**src/rtl/cpt_pkg.sv**
```systemverilog
// ----------------------------------------------------------------------------
// cpt_pkg: shared constants and helpers
// Default sizes, register indexes, status codes and fixed-point widths for
// the conditional probability table block.
// ----------------------------------------------------------------------------
package cpt_pkg;

    localparam int TABLE_ENTRIES_DEF = 4096;
    localparam int MAX_PARENTS_DEF   = 4;
    localparam int MAX_STATES_DEF    = 256;

    localparam int FRAC_W   = 16;          // fraction bits of Q16.16 / Q1.16
    localparam int PROB_W   = FRAC_W + 1;  // Q1.16 probability width
    localparam int CNT_W    = 32;          // count entry width
    localparam int STATES_W = 9;
    localparam int VALUE_W  = 8;
    localparam int CFG_IDX_W = 3;
    localparam int CFG_DAT_W = 32;

    localparam logic [CFG_IDX_W-1:0] REG_NODE_STATES = 3'd0;
    localparam logic [CFG_IDX_W-1:0] REG_PARENT_CNT  = 3'd1;
    localparam logic [CFG_IDX_W-1:0] REG_PARENT0     = 3'd2;
    localparam logic [CFG_IDX_W-1:0] REG_PARENT1     = 3'd3;
    localparam logic [CFG_IDX_W-1:0] REG_PARENT2     = 3'd4;
    localparam logic [CFG_IDX_W-1:0] REG_PARENT3     = 3'd5;
    localparam logic [CFG_IDX_W-1:0] REG_SMOOTHING   = 3'd6;

    localparam logic [1:0] ST_OK    = 2'd0;
    localparam logic [1:0] ST_RANGE = 2'd1;
    localparam logic [1:0] ST_ZERO  = 2'd2;

    localparam logic [PROB_W-1:0] PROB_ONE = PROB_W'(1 << FRAC_W);

    // state count as used: zero acts as one, above the limit acts as the limit
    function automatic logic [STATES_W-1:0] eff_states(input logic [STATES_W-1:0] r,
                                                       input int maxs);
        logic [STATES_W-1:0] res;
        if (r == '0) begin
            res = STATES_W'(1);
        end else if (r > STATES_W'(maxs)) begin
            res = STATES_W'(maxs);
        end else begin
            res = r;
        end
        return res;
    endfunction

endpackage

```
**src/rtl/cpt_divider.sv**
```systemverilog
// ----------------------------------------------------------------------------
// cpt_divider: iterative quotient unit for normalization
// Restoring division, one quotient bit per cycle, quotient known to fit
// in PROB_W bits.
// ----------------------------------------------------------------------------
module cpt_divider #(
    parameter int NUM_W = 49,
    parameter int DEN_W = 41
) (
    input  logic                      aclk,
    input  logic                      aresetn,
    input  logic                      start,
    input  logic [NUM_W-1:0]          numer,
    input  logic [DEN_W-1:0]          denom,
    output logic                      done,
    output logic [cpt_pkg::PROB_W-1:0] quot
);
    import cpt_pkg::*;

    localparam int DW = DEN_W + PROB_W - 1;
    localparam int STEP_W = $clog2(PROB_W);

    logic              busy_reg, busy_next;
    logic              done_reg, done_next;
    logic [STEP_W-1:0] step_reg, step_next;
    logic [DW-1:0]     rem_reg, rem_next;
    logic [DW-1:0]     dsh_reg, dsh_next;
    logic [PROB_W-1:0] q_reg, q_next;
    logic              ge;

    assign ge = rem_reg >= dsh_reg;

    always_comb begin
        busy_next = busy_reg;
        done_next = 1'b0;
        step_next = step_reg;
        rem_next  = rem_reg;
        dsh_next  = dsh_reg;
        q_next    = q_reg;
        if (start) begin
            busy_next = 1'b1;
            step_next = STEP_W'(PROB_W - 1);
            rem_next  = DW'(numer);
            dsh_next  = {denom, {(PROB_W-1){1'b0}}};
            q_next    = '0;
        end else if (busy_reg) begin
            if (ge) begin
                rem_next = rem_reg - dsh_reg;
            end
            q_next   = {q_reg[PROB_W-2:0], ge};
            dsh_next = dsh_reg >> 1;
            if (step_reg == '0) begin
                busy_next = 1'b0;
                done_next = 1'b1;
            end else begin
                step_next = step_reg - STEP_W'(1);
            end
        end
    end

    always_ff @(posedge aclk) begin
        if (!aresetn) begin
            busy_reg <= 1'b0;
            done_reg <= 1'b0;
        end else begin
            busy_reg <= busy_next;
            done_reg <= done_next;
        end
        step_reg <= step_next;
        rem_reg  <= rem_next;
        dsh_reg  <= dsh_next;
        q_reg    <= q_next;
    end

    assign done = done_reg;
    assign quot = q_reg;

endmodule

```
**config.mk**
```make
export PLATFORM = sky130hd
export DESIGN_NAME = cpt_divider
export DESIGN_NICKNAME = d
export VERILOG_FILES = /design/src/rtl/cpt_pkg.sv /design/src/rtl/cpt_divider.sv
export SDC_FILE = /design/constraint.sdc
export NUM_CORES = 1
export LEC_CHECK = 0
export ABC_AREA = 1
export BUFFER_PORTS_ARGS = -buffer_cell sky130_fd_sc_hd__buf_2
export CORE_UTILIZATION = 48
export CTS_CLUSTER_SIZE = 8
export DETAILED_ROUTE_END_ITERATION = 7
export PLACE_DENSITY = 0.7
export SYNTH_ARGS = -nofsm -noshare
export SYNTH_HDL_FRONTEND = slang
export SYNTH_SLANG_ARGS = --single-unit
```
**constraint.sdc**
```tcl
create_clock -name aclk -period 3.2 [get_ports aclk]
set_input_delay 0.32 -clock aclk [delete_from_list [all_inputs] [get_ports aclk]]
set_output_delay 0.32 -clock aclk [all_outputs]
set_load 0.01 [all_outputs]
```
# Word level (Yosys, flattened, before mapping)
# Index checks and enable logic that the tools add are counted.
totals:
  out_inout_bits: 18
  register_bits: 138
  inputBits: 93
  elab_cells: 30
op_classes:
  muxes: 9
  magnitude_cmp: 1
  reduce_logical: 7
  addsub: 2
  bitwise: 3
op_table:
  columns: ["operator", "count"]
  rows:
  - ["$mux 49", 3]
  - ["$mux 57", 2]
  - ["$ge 57x57->1", 1]
  - ["$sub 57x57->57", 1]
  - ["$reduce_and 2->1", 3]
  - ["$logic_not 5->1", 1]
  - ["$sub 5x1->5 const B", 1]
  - ["$mux 1", 4]
  - ["$reduce_bool 2->1", 2]
  - ["$not 1->1", 3]
  - ["$reduce_or 3->1", 1]

# Logic depth before layout (Yosys ltp)
logic_depth:
  depth_word: 4
  depth_mapped: 16
  depth_no_buf: 16

# Worst setup path before layout
# OpenSTA, ideal clock, no wires.
synth_timing:
  kind: "register to register"
  start: "register rem_reg[45]"
  end: "register rem_reg[0] (enable)"
  path_slack_ns: 0.139
  stages_incl_launch_ff: 14
  setup_ns: 0.408
  arrival_time_ns: 2.653
  required_time_ns: 2.792
  synth_period_minus_slack_ns: 3.061
  path_buffers: 0
  cell_sequence: "edfxtp_1 ha_1 nand2_2 nor2_4 inv_2 nor2_2 nand2_2 nor2_2 nand2_1 nand3_2 nor2_2 nand2_4 nand2_4 nand2_1"
synth_between:
  elab_chain_cells: 3
synth_lines:
  columns: ["item", "line", "source"]
  rows:
  - ["start: declaration", "cpt_divider.sv:26", "logic [DW-1:0] rem_reg, rem_next;"]
  - ["start signal: assignment", "cpt_divider.sv:70", "rem_reg <= rem_next;"]
  - ["$ge 57x57->1", "cpt_divider.sv:31", "assign ge = rem_reg >= dsh_reg;"]
  - ["$reduce_bool 2->1 (no line)", null, null]
  - ["$reduce_and 2->1 (no line)", null, null]
# No other way between the ends.
# A chain may end at the register's enable or synchronous reset.

# Final worst setup path
layout_timing:
  start: "register rem_reg[14]"
  end: "register rem_reg[25] (enable)"
# Same word-level chain as after synthesis.

==> summary.txt <==
Floorplan
  • Initial cell density of the core: 48.91%
  • Die X: 150.9 µm
  • Die height: 150.9 µm
  • FP Rows: 54
  • IO Count: 111
  • DIE AREA: 22770 µm²
  • Core region area: 21760 µm²

Timing
  • Slew Limit Fails: 0
  • Crit share post-route: 87.80%
  • Final Hold Viols: 0
  • Fin crit period: 2.810 ns
  • Setup ws final: 0.3905 ns
  • Final Skew: 0.01506 ns
  • Relative max-transition margin: 18.24%
  • RSZ-0062 raised after global routing: no
  • Final setup vio count: 0
  • Sum Neg Setup Slack: 0 ns
  • Worst-margin pin slew: 1.225 ns
  • Highest Clock Rate: 0.3559 GHz

Run
  • Max cap viols: 0

Synthesis
  • Mean post-synth cell area: 6.449 µm²
  • Synth area leaders: edfxtp_1 (25%), nand2_1 (21%), inv_1 (12%), dfxtp_1 (9.0%), ha_1 (6.8%)
  • Yosys cell types: 41
  • Post-synthesis cell count: 1650
  • Synth Warn #: 0
  • Post-synth top flop: edfxtp_1
  • Asr flop ratio synth: 0%
  • Synth Cell Area: 10640 µm²
  • Cell type with the highest aggregate area in the netlist: edfxtp_1
  • Sequential element share of the synthesized area: 34.43%
  • Post-synth EDFFs: 90
  • Syn nets: 1802
  • Yosys top cell area share: 25.40%
  • Yosys reg bits: 138

Power and ir drop
  • Gate power share: 36.9%
  • Clk pwr share: 31.0%
  • Max IR drop VDD: 0.0003123 V
  • Reg power frac: 32.1%
  • Lkg Pwr: 6.472 nW
  • Net Sw Frac: 40.44%
  • Power per Cell Area: 551.3 nW/µm²
  • P_int: 3.991 mW
  • Tot Pwr: 6.701 mW
  • NetSw: 2.710 mW

CTS
  • CTS Buf Count: 17
  • CTS sink cnt: 138
  • H-tree levels: 4
  • CTS max path bufs: 2
  • # hold bufs at CTS: 0
  • Worst skew pair latency: 0.44 ns
  • CTS tree: yes
  • Post-CTS setup buffers: 0
  • Post-CTS Resized: 0
  • Clock Tree Root: clkbuf_16
  • Clock transition at path regs: 0.08 ns

Cells and area
  • Nets: 1914
  • N_diodes: 0
  • P&R area growth vs syn: 14.22%
  • Layout cells sized above 1: 12.51%
  • Fillers: 2281
  • Final instance area: 12150 µm²

Global routing
  • Largest net degree at the start of global routing: 74
  • Total GRT Usage: 27.81%
  • Met1 GRT Util: 38.10%
  • Vias in the first global route: 9328
  • Met3 GRT Util: 3.434%
  • First-pass GRT wire length: 47870 µm
  • Most Used Layer, Global Route: met2
  • Gr ovfl total: 0
  • Initial antenna violation count: 0
  • Met2 Use GR: 45.76%

Placed design
  • HPWL Detailed: 24840 µm
  • I/O Buffers: 110
  • Routability cong.: 0.9690
  • DP Worst Slack: 0.4419 ns
  • Placed Area: 11530 µm²

Detailed routing
  • Total number of vias: 10.20k
  • Remaining DRCs: 0
  • Initial detailed-routing violation count: 612
  • TritonRoute pass-1 iters: 5
  • Via-per-instance ratio: 4.962
  • Final ANT Viol Nets: 0
  • Final wirelength: 30720 µm
  • DR WL/cell: 14.95 µm

Setup path
  • Crit end category: flip-flop
  • Critical Path RT: 3.29 ns
  • Max FO, Critical Path: 30
  • Crit Path Class: flip-flop to flip-flop
  • Startpoint types: flip-flop
  • Crit path DAT: 2.90 ns

Status
  • Run status: complete, no violations

Hold path
  • Hold Crit Class: input port to flip-flop
## cells by family after synthesis
group / Yosys count / share of synthesized area, %
simple gates: 885 / 34.78
compound gates: 172 / 8.889
fa+ha+maj: 59 / 7.008
flops: 138 / 34.43
xor+xnor: 19 / 1.564
buf+inv: 377 / 13.33
## layout by cell type (no fill, tap or decap), types with 2 or more instances in the layout
| master | instances |
|---|---|
| o21ai_0 | 67 |
| or2_2 | 11 |
| o22ai_1 | 30 |
| o21ai_1 | 2 |
| nand2_4 | 2 |
| xnor2_1 | 14 |
| buf_2 | 109 |
| nor3_1 | 11 |
| dfxtp_1 | 48 |
| inv_2 | 9 |
| clkinv_4 | 3 |
| and2_1 | 3 |
| nor2_2 | 20 |
| nand2_2 | 14 |
| inv_6 | 2 |
| nand4_1 | 18 |
| nor2_4 | 4 |
| xor2_1 | 5 |
| a21oi_1 | 55 |
| a31oi_1 | 3 |
| buf_4 | 10 |
| inv_12 | 3 |
| inv_8 | 2 |
| clkbuf_16 | 17 |
| edfxtp_1 | 90 |
| nand3_1 | 68 |
| o31ai_1 | 2 |
| nand3b_1 | 3 |
| a21o_1 | 2 |
| o21bai_1 | 7 |
| nor2_1 | 121 |
| nand2_1 | 601 |
| ha_1 | 58 |
| clkinv_8 | 5 |
| inv_1 | 340 |
| nand3_2 | 5 |
## Yosys cell counts (7+ instances only)
cell,number
a21oi_1,55
nand2_1,603
edfxtp_1,90
o22ai_1,30
nor3_1,11
clkbuf_1,22
nand4_1,18
inv_1,340
nor2_2,20
o21ai_0,67
ha_1,58
nand3_1,68
o21bai_1,7
dfxtp_1,48
inv_2,9
nor2_1,121
xnor2_1,14
nand2_2,12
or2_2,11
## critical path: stages (launching register included)
cell and delay [ns]:
edfxtp_1 0.38, ha_1 0.36, nand2_1 0.12, nor2_2 0.18, inv_1 0.05, o21bai_1 0.24, nand2_1 0.10, nand3b_2 0.18
nand2_2 0.09, nand2_4 0.15, nand2_4 0.11, nand2_2 0.08, buf_4 0.36
## cell type report
class	instances	area, µm²	share of cell area, %
well taps	280	350.3	2.882
clock buffers	17	425.4	3.500
repair buffers	120	640.6	5.271
inverters	350	1314	10.81
flip-flops and latches	138	3664	30.14
multi-input cells	1135	5564	45.78
clock inverters	15	196.4	1.616
## per-stage QoR
stage,hold slack (ns),util [%],instances
6_report,0.1173,55.87,2055
3_5_place_dp,0.4726,53.01,2023
2_1_floorplan,0.4440,-,1650
3_3_place_gp,0.4522,53.01,2023
4_1_cts,0.1120,55.87,2055
5_1_grt,0.1234,55.87,2055
## layer usage
layer,part of all wire [%],up-vias
met3,4.7,37
met5,0,-
met4,2.0,0
met2,45,261
li1,-,5319
met1,48,4579
## path summary, 6_finish.rpt
path | from | end | slack, ns | cells after the start
worst max register to register | rem_reg[14] | rem_reg[25] | 0.39 | 12
worst min register to register | quot[9] | quot[10] | 0.49 | 2
worst max-delay path | rem_reg[14] | rem_reg[25] | 0.39 | 12
worst min-delay path | aresetn | busy_reg | 0.12 | 3
## power by group through the flow
stage	Combinational [mW]	Clock, mW	Sequential [mW]
final	2.47	2.07	2.15
after global routing	2.78	2.18	2.17
after CTS	2.46	2.11	2.15
after detailed placement	2.44	0	2.20
after global placement	2.42	0	2.19
after floorplan	1.76	0	2.18
No activity file was read; power rests on OpenSTA's default activity.
